[src/sv/bcu_pkg.sv]
// ----------------------------------------------------------------------------
// bcu_pkg - shared types and constants for the binomial coefficient unit
// Field widths, datapath widths and the divider status record.
// ----------------------------------------------------------------------------
package bcu_pkg;

    // Field widths
    localparam int SIZE_W    = 6;
    localparam int COEFF_W   = 60;

    // Running value times a 6-bit factor
    localparam int PROD_W    = COEFF_W + SIZE_W;

    // One quotient bit per divider step
    localparam int DIV_STEPS = PROD_W;
    localparam int DCNT_W    = $clog2(DIV_STEPS);

    // Divider status seen by the sequencer
    typedef struct packed {
        logic busy;
        logic done;
    } t_div_status;

endpackage

[src/sv/bcu_divider.sv]
// ----------------------------------------------------------------------------
// bcu_divider - radix-2 restoring divider
// Divides a PROD_W-bit dividend by a 6-bit divisor, one quotient bit per
// cycle. The sequencer only ever issues exact divisions.
// ----------------------------------------------------------------------------
module bcu_divider (
    input  logic                          i_clk,
    input  logic                          i_rst_n,
    input  logic                          i_start,
    input  logic [bcu_pkg::PROD_W-1:0]    i_dividend,
    input  logic [bcu_pkg::SIZE_W-1:0]    i_divisor,
    output bcu_pkg::t_div_status          o_status,
    output logic [bcu_pkg::COEFF_W-1:0]   o_quotient
);
    import bcu_pkg::*;

    logic [PROD_W-1:0] r_quo, n_quo;
    logic [SIZE_W-1:0] r_rem, n_rem;
    logic [SIZE_W-1:0] r_dsr, n_dsr;
    logic [DCNT_W-1:0] r_cnt, n_cnt;
    logic              r_busy, n_busy;
    logic              r_done, n_done;
    logic [SIZE_W+1:0] w_trial;
    logic              w_fit;

    // Trial subtract of the divisor from the shifted partial remainder
    assign w_trial = {1'b0, r_rem, r_quo[PROD_W-1]} - {2'b00, r_dsr};
    assign w_fit   = ~w_trial[SIZE_W+1];

    // Load on start, then shift one quotient bit in per cycle
    always_comb begin
        n_quo  = r_quo;
        n_rem  = r_rem;
        n_dsr  = r_dsr;
        n_cnt  = r_cnt;
        n_busy = r_busy;
        n_done = 1'b0;
        if (i_start) begin
            n_quo  = i_dividend;
            n_rem  = '0;
            n_dsr  = i_divisor;
            n_cnt  = '0;
            n_busy = 1'b1;
        end else if (r_busy) begin
            n_quo = {r_quo[PROD_W-2:0], w_fit};
            n_rem = w_fit ? w_trial[SIZE_W-1:0] : {r_rem[SIZE_W-2:0], r_quo[PROD_W-1]};
            n_cnt = r_cnt + 1'b1;
            if (r_cnt == DCNT_W'(DIV_STEPS - 1)) begin
                n_busy = 1'b0;
                n_done = 1'b1;
            end
        end
    end

    // Hold control in reset; payload needs none
    always_ff @(posedge i_clk) begin
        if (!i_rst_n) begin
            r_busy <= 1'b0;
            r_done <= 1'b0;
            r_cnt  <= '0;
        end else begin
            r_busy <= n_busy;
            r_done <= n_done;
            r_cnt  <= n_cnt;
        end
        r_quo <= n_quo;
        r_rem <= n_rem;
        r_dsr <= n_dsr;
    end

    assign o_status.busy = r_busy;
    assign o_status.done = r_done;
    assign o_quotient    = r_quo[COEFF_W-1:0];

`ifndef SYNTHESIS
    // A division is never issued by zero
    a_dsr_nonzero: assert property (@(posedge i_clk) disable iff (!i_rst_n)
        r_busy |-> (r_dsr != '0))
        else $error("divider running with zero divisor");

    // Every issued division is exact
    a_exact: assert property (@(posedge i_clk) disable iff (!i_rst_n)
        r_done |-> (r_rem == '0))
        else $error("division left a remainder");

    // Quotient fits the coefficient width
    a_fits: assert property (@(posedge i_clk) disable iff (!i_rst_n)
        r_done |-> (r_quo[PROD_W-1:COEFF_W] == '0))
        else $error("quotient overflows coefficient width");

    // Done follows the final step only
    a_done_after_busy: assert property (@(posedge i_clk) disable iff (!i_rst_n)
        r_done |-> $past(r_busy))
        else $error("divider done without a running division");
`endif

endmodule

[src/sv/binomial_coefficient_unit.sv]
// ----------------------------------------------------------------------------
// binomial_coefficient_unit - exact binomial coefficient C(n, r)
// Sequencer, 60x6 multiplier and a single serial divider reused for every step.
// ----------------------------------------------------------------------------
// Pulse start with set_size (n) and pick_count (r) while busy is low; busy
// rises on the next cycle and stays high until the result is delivered.
// The coefficient appears on o_coefficient for exactly one cycle with
// o_valid high and cannot be stalled, so capture it then. For r = 0, r > n
// or n above MAX_SET_SIZE the answer is ready in the cycle after the transfer.
// Otherwise the value is built as value * (n - r + i) / i for i = 1..r, each
// step passing through the multiply state, the radix-2 divider's serial loop
// and a hand-back once the divider reports done. The divider's
// one-bit-per-cycle loop sets the overall latency.
// ----------------------------------------------------------------------------
module binomial_coefficient_unit #(
    parameter int MAX_SET_SIZE = 63
) (
    input  logic                          i_clk,
    input  logic                          i_rst_n,
    input  logic                          start,
    input  logic [bcu_pkg::SIZE_W-1:0]    i_set_size,
    input  logic [bcu_pkg::SIZE_W-1:0]    i_pick_count,
    output logic                          busy,
    output logic                          o_valid,
    output logic [bcu_pkg::COEFF_W-1:0]   o_coefficient
);
    import bcu_pkg::*;

    typedef enum logic [3:0] {
        S_IDLE = 4'b0001,
        S_MUL  = 4'b0010,
        S_DIV  = 4'b0100,
        S_OUT  = 4'b1000
    } t_state;

    t_state             r_state, n_state;
    logic [SIZE_W-1:0]  r_set, n_set;
    logic [SIZE_W-1:0]  r_pick, n_pick;
    logic [SIZE_W-1:0]  r_idx, n_idx;
    logic [COEFF_W-1:0] r_value, n_value;
    logic [SIZE_W-1:0]  w_factor;
    logic [PROD_W-1:0]  w_prod;
    logic               w_accept;
    logic               w_div_start;
    logic               w_trivial;
    t_div_status        w_div_st;
    logic [COEFF_W-1:0] w_quot;

    assign w_accept  = start && (r_state == S_IDLE);
    assign w_trivial = (i_set_size > SIZE_W'(MAX_SET_SIZE)) || (i_pick_count > i_set_size)
                       || (i_pick_count == '0);

    // Factor n - r + i stays within 1..n
    assign w_factor    = r_set - r_pick + r_idx;
    assign w_prod      = PROD_W'(r_value) * PROD_W'(w_factor);
    assign w_div_start = (r_state == S_MUL);

    bcu_divider u_div (
        .i_clk      (i_clk),
        .i_rst_n    (i_rst_n),
        .i_start    (w_div_start),
        .i_dividend (w_prod),
        .i_divisor  (r_idx),
        .o_status   (w_div_st),
        .o_quotient (w_quot)
    );

    // Sequence the steps: multiply, divide, advance i or deliver the result
    always_comb begin
        n_state = r_state;
        n_set   = r_set;
        n_pick  = r_pick;
        n_idx   = r_idx;
        n_value = r_value;
        unique case (r_state)
            S_IDLE: begin
                if (w_accept) begin
                    n_set  = i_set_size;
                    n_pick = i_pick_count;
                    n_idx  = SIZE_W'(1);
                    if (w_trivial) begin
                        n_value = (i_pick_count == '0) && (i_set_size <= SIZE_W'(MAX_SET_SIZE))
                                  ? COEFF_W'(1) : '0;
                        n_state = S_OUT;
                    end else begin
                        n_value = COEFF_W'(1);
                        n_state = S_MUL;
                    end
                end
            end
            S_MUL: begin
                n_state = S_DIV;
            end
            S_DIV: begin
                if (w_div_st.done) begin
                    n_value = w_quot;
                    if (r_idx == r_pick) begin
                        n_state = S_OUT;
                    end else begin
                        n_idx   = r_idx + 1'b1;
                        n_state = S_MUL;
                    end
                end
            end
            S_OUT: begin
                n_state = S_IDLE;
            end
            default: begin
                n_state = S_IDLE;
            end
        endcase
    end

    // Hold state in reset; operands and value need none
    always_ff @(posedge i_clk) begin
        if (!i_rst_n) begin
            r_state <= S_IDLE;
        end else begin
            r_state <= n_state;
        end
        r_set   <= n_set;
        r_pick  <= n_pick;
        r_idx   <= n_idx;
        r_value <= n_value;
    end

    assign busy          = (r_state != S_IDLE);
    assign o_valid       = (r_state == S_OUT);
    assign o_coefficient = r_value;

`ifndef SYNTHESIS
    // A transfer always makes the unit busy
    a_accept_busy: assert property (@(posedge i_clk) disable iff (!i_rst_n)
        (start && !busy) |=> busy)
        else $error("transfer did not raise busy");

    // Result strobe lasts one cycle
    a_single_strobe: assert property (@(posedge i_clk) disable iff (!i_rst_n)
        o_valid |=> !o_valid)
        else $error("result strobe held for more than one cycle");

    // Divider hands back only while the sequencer waits for it
    a_done_in_div: assert property (@(posedge i_clk) disable iff (!i_rst_n)
        w_div_st.done |-> (r_state == S_DIV))
        else $error("divider done outside the divide state");

    // Pick count above set size yields zero
    a_zero_case: assert property (@(posedge i_clk) disable iff (!i_rst_n)
        (o_valid && (r_pick > r_set)) |-> (o_coefficient == '0))
        else $error("non-zero result for pick count above set size");

    // Step index never passes the pick count while working
    a_idx_range: assert property (@(posedge i_clk) disable iff (!i_rst_n)
        ((r_state == S_MUL) || (r_state == S_DIV)) |-> (r_idx <= r_pick && r_idx != '0))
        else $error("step index out of range");
`endif

endmodule
[config.mk]
export PLATFORM = sky130hd
export DESIGN_NAME = binomial_coefficient_unit
export DESIGN_NICKNAME = d
export VERILOG_FILES = /design/src/sv/bcu_pkg.sv /design/src/sv/bcu_divider.sv /design/src/sv/binomial_coefficient_unit.sv
export SDC_FILE = /design/constraint.sdc
export NUM_CORES = 1
export LEC_CHECK = 0
export BUFFER_PORTS_ARGS = -buffer_cell sky130_fd_sc_hd__buf_2
export CORE_ASPECT_RATIO = 0.5
export CORE_MARGIN = 4
export CORE_UTILIZATION = 60
export CTS_BUF_LIST = sky130_fd_sc_hd__clkbuf_4
export DETAILED_ROUTE_END_ITERATION = 12
export GPL_TIMING_DRIVEN = 0
export PLACE_DENSITY = 0.78
export RECOVER_POWER = 25
export SETUP_SLACK_MARGIN = 0.05
export SYNTH_ARGS = -nofsm -noshare
export SYNTH_HDL_FRONTEND = slang
export SYNTH_HIERARCHICAL = 1
export SYNTH_SLANG_ARGS = --single-unit
[constraint.sdc]
create_clock -name i_clk -period 8.1 [get_ports i_clk]
set_input_delay 0.405 -clock i_clk [delete_from_list [all_inputs] [get_ports i_clk]]
set_output_delay 0.405 -clock i_clk [all_outputs]
set_load 0.01 [all_outputs]
# Word-level counts from Yosys, hierarchy flattened
# Index checks and enable logic that the tools add are counted.
# W data, S select, Z words.
word_totals:
  regBits: 169
  inputBits: 15
  out_inout_bits: 62
classes:
  add_sub_neg: 5
  multipliers: 1
  magnitude_cmp: 3
  n_eq_ne: 10
  muxes: 21
  n_bitwise: 3
  n_reduce_logical: 13
op_table:
  columns: ["operator", "n"]
  rows:
  - ["$mux W66", 2]
  - ["$mux W60", 2]
  - ["$pmux W60 S2", 1]
  - ["$mul A60 B6 Y66", 1]
  - ["$mux W6", 4]
  - ["$mux W4", 4]
  - ["$pmux W4 S3", 1]
  - ["$pmux W6 S2", 1]
  - ["$sub A7 B6 Y8", 1]
  - ["$add A7 B1 Y7 const B", 1]
  - ["$eq A7 B7 Y1 const B", 1]
  - ["$add A6 B1 Y6 const B", 1]
  - ["$add A6 B6 Y6", 1]
  - ["$eq A6 B6 Y1", 1]
  - ["$gt A6 B6 Y1", 1]
  - ["$gt A6 B6 Y1 const B", 1]
  - ["$le A6 B6 Y1 const B", 1]
  - ["$logic_not A6 Y1", 1]
  - ["$mux W1", 6]
  - ["$sub A6 B6 Y6", 1]
  - ["$eq A4 B1 Y1 const B", 1]
  - ["$eq A4 B2 Y1 const B", 1]
  - ["$eq A4 B3 Y1 const B", 1]
  - ["$eq A4 B4 Y1 const B", 1]
  - ["other kinds (12)", 19]

# Logic depth before layout (Yosys ltp)
depth:
  word_depth: 6
  ltp_mapped: 27

# By module
# The synthesis kept the hierarchy.
by_module_without_submodules:
  columns: ["mod", "n_inst", "cells_per_inst", "area_per_inst_um2", "seq_area_each_um2"]
  rows:
  - ["binomial_coefficient_unit", 1, 1718, 15446.1, 2422.3]
  - ["bcu_divider", 1, 311, 4334.2, 2462.4]

# Worst setup path before layout
# No wires, ideal clock.
synth_timing:
  path_type: "register to register"
  from: "reg r_pick[1]"
  to: "reg u_div.r_quo[64], data pin"
  setup_time_ps: 260
  arrival_ps: 5904
  required_ps: 7840
  slack_ps: 1937
  stages_incl_launch_ff: 27
  n_path_buf: 2
  synth_period_minus_slack_ps: 6163
  path_cell_list: "edfxtp_1 -> fa_1 -> inv_1 -> ha_1 -> a21o_1 -> a21oi_1 -> o21bai_1 -> a21oi_1 -> xnor2_1 -> clkbuf_1 -> and2_1 -> fa_1 -> inv_1 -> fa_1 -> fa_1 -> inv_1 -> ha_1 -> buf_2 -> and4_1 -> and4_1 -> nand3_1 -> a2111oi_4 -> nor4_2 -> a211oi_2 -> nor3_1 -> nand3b_1 -> mux2_2"
synth_via:
  elab_chain_cells: 4
synth_lines:
  columns: ["item", "line_no", "source"]
  rows:
  - ["start, declared", "binomial_coefficient_unit.sv:38", "logic [SIZE_W-1:0] r_pick, n_pick;"]
  - ["start signal, assigned", "binomial_coefficient_unit.sv:122", "r_pick <= n_pick;"]
  - ["$sub A6 B6 Y6", "binomial_coefficient_unit.sv:54", "assign w_factor = r_set - r_pick + r_idx;"]
  - ["$add A6 B6 Y6", "binomial_coefficient_unit.sv:54", null]
  - ["$mul A60 B6 Y66", "binomial_coefficient_unit.sv:55", "assign w_prod = PROD_W'(r_value) * PROD_W'(w_factor);"]
  - ["named net w_prod[64]", "binomial_coefficient_unit.sv:42", "logic [PROD_W-1:0] w_prod;"]
  - ["$mux W66", "bcu_divider.sv:38", "if (i_start) begin"]
  - ["named net u_div.n_quo[64]", "bcu_divider.sv:17", "logic [PROD_W-1:0] r_quo, n_quo;"]
  - ["end signal, assigned", "bcu_divider.sv:66", "r_quo <= n_quo;"]
  - ["end, declared", "bcu_divider.sv:17", null]
# The timed path passes the listed nets, and every way through them passes these cells.
# A chain may end at the register's enable or synchronous reset.

# Final worst setup path
layout_timing:
  from: "reg r_idx[0]"
  to: "reg u_div.r_quo[64], data pin"
layout_via:
  elab_chain_cells: 3
layout_lines:
  columns: ["item", "line_no", "source"]
  rows:
  - ["start, declared", "binomial_coefficient_unit.sv:39", "logic [SIZE_W-1:0] r_idx, n_idx;"]
  - ["start signal, assigned", "binomial_coefficient_unit.sv:123", "r_idx <= n_idx;"]
  - ["$add A6 B6 Y6", "binomial_coefficient_unit.sv:54", null]
  - ["$mul A60 B6 Y66", "binomial_coefficient_unit.sv:55", null]
  - ["named net w_prod[64]", "binomial_coefficient_unit.sv:42", null]
  - ["$mux W66", "bcu_divider.sv:38", null]
  - ["named net u_div.n_quo[64]", "bcu_divider.sv:17", null]
# The timed path passes the listed nets, and every way through them passes these cells.

==> qor.txt <==
Status -> finished, violations left
Failing checks -> capacitance limit, slew limit
Routed len/inst -> 18.9 um
Share of cells above drive strength 1 -> 0.119
Shortest period the worst path allows -> 7.68 ns
Worst Skew -> 0.0252 ns
Die Span Y -> 136 um
Final std cells w/o fill -> 2585
Maximum clock rate -> 0.130 GHz
Setup Viol. Count Final -> 0
Core Region -> 32100 sq um
Nature of the critical path startpoint -> flop
Worst rel slew slack -> -0.0844
Cts bufs inserted -> 17
NumNets Final -> 2487
Clock Sinks -> 169
Vias per cell -> 5.66
Iter 0 DRT Violations -> 1103
Clock root cell -> clkbuf_4
Min-delay worst type -> in -> reg
Total number of vias -> 14600
Largest fanout on the critical path -> 10
Slew @ Worst Pin -> 1.60 ns
DIE AREA -> 36100 sq um
Min-delay src -> i_set_size[1]
Routed WL -> 48800 um
Synth-to-Final Area Change -> 6.63%
Reg2reg start -> r_idx[0]$_SDFFCE_PN1P_
Tcrit/Tclk final -> 0.948
Die width -> 265 um
Hold Vio Cnt, Final -> 0
CTS tree -> built
Worst setup path start -> r_idx[0]$_SDFFCE_PN1P_
Ports -> 77
GRT overflow -> 0
Max_cap viols -> 1
Max Buffers Root-to-Sink -> 2
Final Util -> 0.658
Clk_lat worst skew -> 0.66 ns
Final ANT Viol Nets -> 0
Setup Fix Bufs, Post-CTS -> 0
CTS H-tree depth -> 4
DRC viols -> 0
Synth Cell Area -> 19800 sq um
Syn Nets -> 2377
Antenna violations before repair -> 1
Crit path arrival time -> 8.09 ns
Hold slack -> 0.473 ns
Clk slew on worst S/H paths -> 0.15 ns
Inst Count DP -> 2537
Critical path data required time -> 8.52 ns
First-pass GRT wire length -> 79200 um
RSZ-0062 raised after global routing -> yes
Vias in the first global route -> 15000
Gate Count Post-Synth -> 2028
I/O Buffers -> 76
Crit end category -> flop
Largest net degree at the start of global routing -> 61
Final-report max-slew violation count -> 10
Sum Neg Setup Slack -> 0 ns
Syn avg cell area -> 9.75 sq um
Worst Setup Path Type -> reg -> reg
Routability cong. -> 0.945
Std cell rows -> 46
Synth warnings -> 6
Starting Density -> 0.617
Final HPWL DP -> 38900 um
GRT Util Overall -> 0.281
DRT Pass-1 Iters -> 5
[final cells by class]
| type | count | area, sq um |
|---|---|---|
| repair buffers | 91 | 453 |
| clock buffers | 17 | 128 |
| diodes | 2 | 5.00 |
| multi-input cells | 1416 | 12900 |
| flip-flops and latches | 169 | 4880 |
| plain buffers | 145 | 912 |
| inverters | 298 | 1120 |
| well taps | 432 | 541 |
| clock inverters | 15 | 161 |
| fillers | 2743 | 11000 |
[critical path, cell delays in order, from the launching register on]
cell	delay (ns)
edfxtp_1	0.46
inv_1	0.09
ha_1	0.34
inv_1	0.06
ha_1	0.21
fa_1	0.48
a21oi_1	0.17
nor2_1	0.05
nor2_1	0.13
xnor2_1	0.36
clkbuf_1	0.55
and2_1	0.25
fa_1	0.43
inv_1	0.08
fa_1	0.43
fa_1	0.50
inv_1	0.04
ha_1	0.29
buf_8	0.13
and4_1	0.30
and4_1	0.34
nand3_1	0.18
a21oi_1	0.55
nor4_2	0.12
a211oi_2	0.36
nor3_1	0.09
nand3b_1	0.17
mux2_2	0.27
[cells in the final DEF (no fill, tap or decap), drive strengths merged, types with 12 or more instances in the layout]
| cell type | count |
|---|---|
| fa | 239 |
| inv | 305 |
| xor2 | 28 |
| a211oi | 21 |
| and2 | 248 |
| clkbuf | 144 |
| buf | 94 |
| nand2 | 245 |
| nor3 | 12 |
| dfxtp | 19 |
| xnor2 | 47 |
| nand3 | 17 |
| o21bai | 19 |
| edfxtp | 150 |
| a21oi | 84 |
| a21o | 41 |
| nand4 | 24 |
| o21ai | 50 |
| mux2 | 66 |
| ha | 95 |
| dlygate4sd3 | 14 |
| nor2 | 52 |
[registers in the layout, indices dropped and copies added (netlist names)]
register	cells
u_div/r_quo	66
o_coefficient	60
u_div/r_cnt	7
r_idx	6
r_pick	6
r_set	6
u_div/r_dsr	6
u_div/r_rem	6
r_state	4
u_div/r_busy	1
u_div/r_done	1
[timing repair]
item,CTS,global route
setup endpoints to repair,0,7
endpoints found under the hold margin,15,0
resized for setup,0,16
hold buffers,14,0
[stage by stage]
| step | setup WS (ns) | area [sq um] |
|---|---|---|
| final | 0.425 | 21100 |
| after global routing | 0.0113 | 21100 |
| after CTS | 0.271 | 21200 |
| after detailed placement | 0.311 | 20700 |
| after global placement | 0.382 | 20700 |
| after floorplan | 1.94 | 19800 |
[per-layer routing]
| layer | global-route usage | up-vias | part of all wire |
|---|---|---|---|
| met3 | 0.0770 | 80 | 0.086 |
| li1 | - | 6760 | - |
| met1 | 0.379 | 7315 | 0.43 |
| met4 | 0.0873 | 0 | 0.024 |
| met2 | 0.448 | 477 | 0.46 |
| met5 | 0 | - | 0 |
[final timing paths]
kind / end / slack [ns] / cells past startpoint
min reg2reg: u_div/r_rem[2]$_SDFFE_PP0P_ / 0.51 / 2
max: u_div/r_quo[64]$_DFFE_PP_ / 0.42 / 27
max reg2reg: u_div/r_quo[64]$_DFFE_PP_ / 0.42 / 27
min: r_set[1]$_DFFE_PP_ / 0.47 / 2
Power is not shown: default switching activity piles up to over one toggle a cycle in this logic, so the estimate is an artifact.
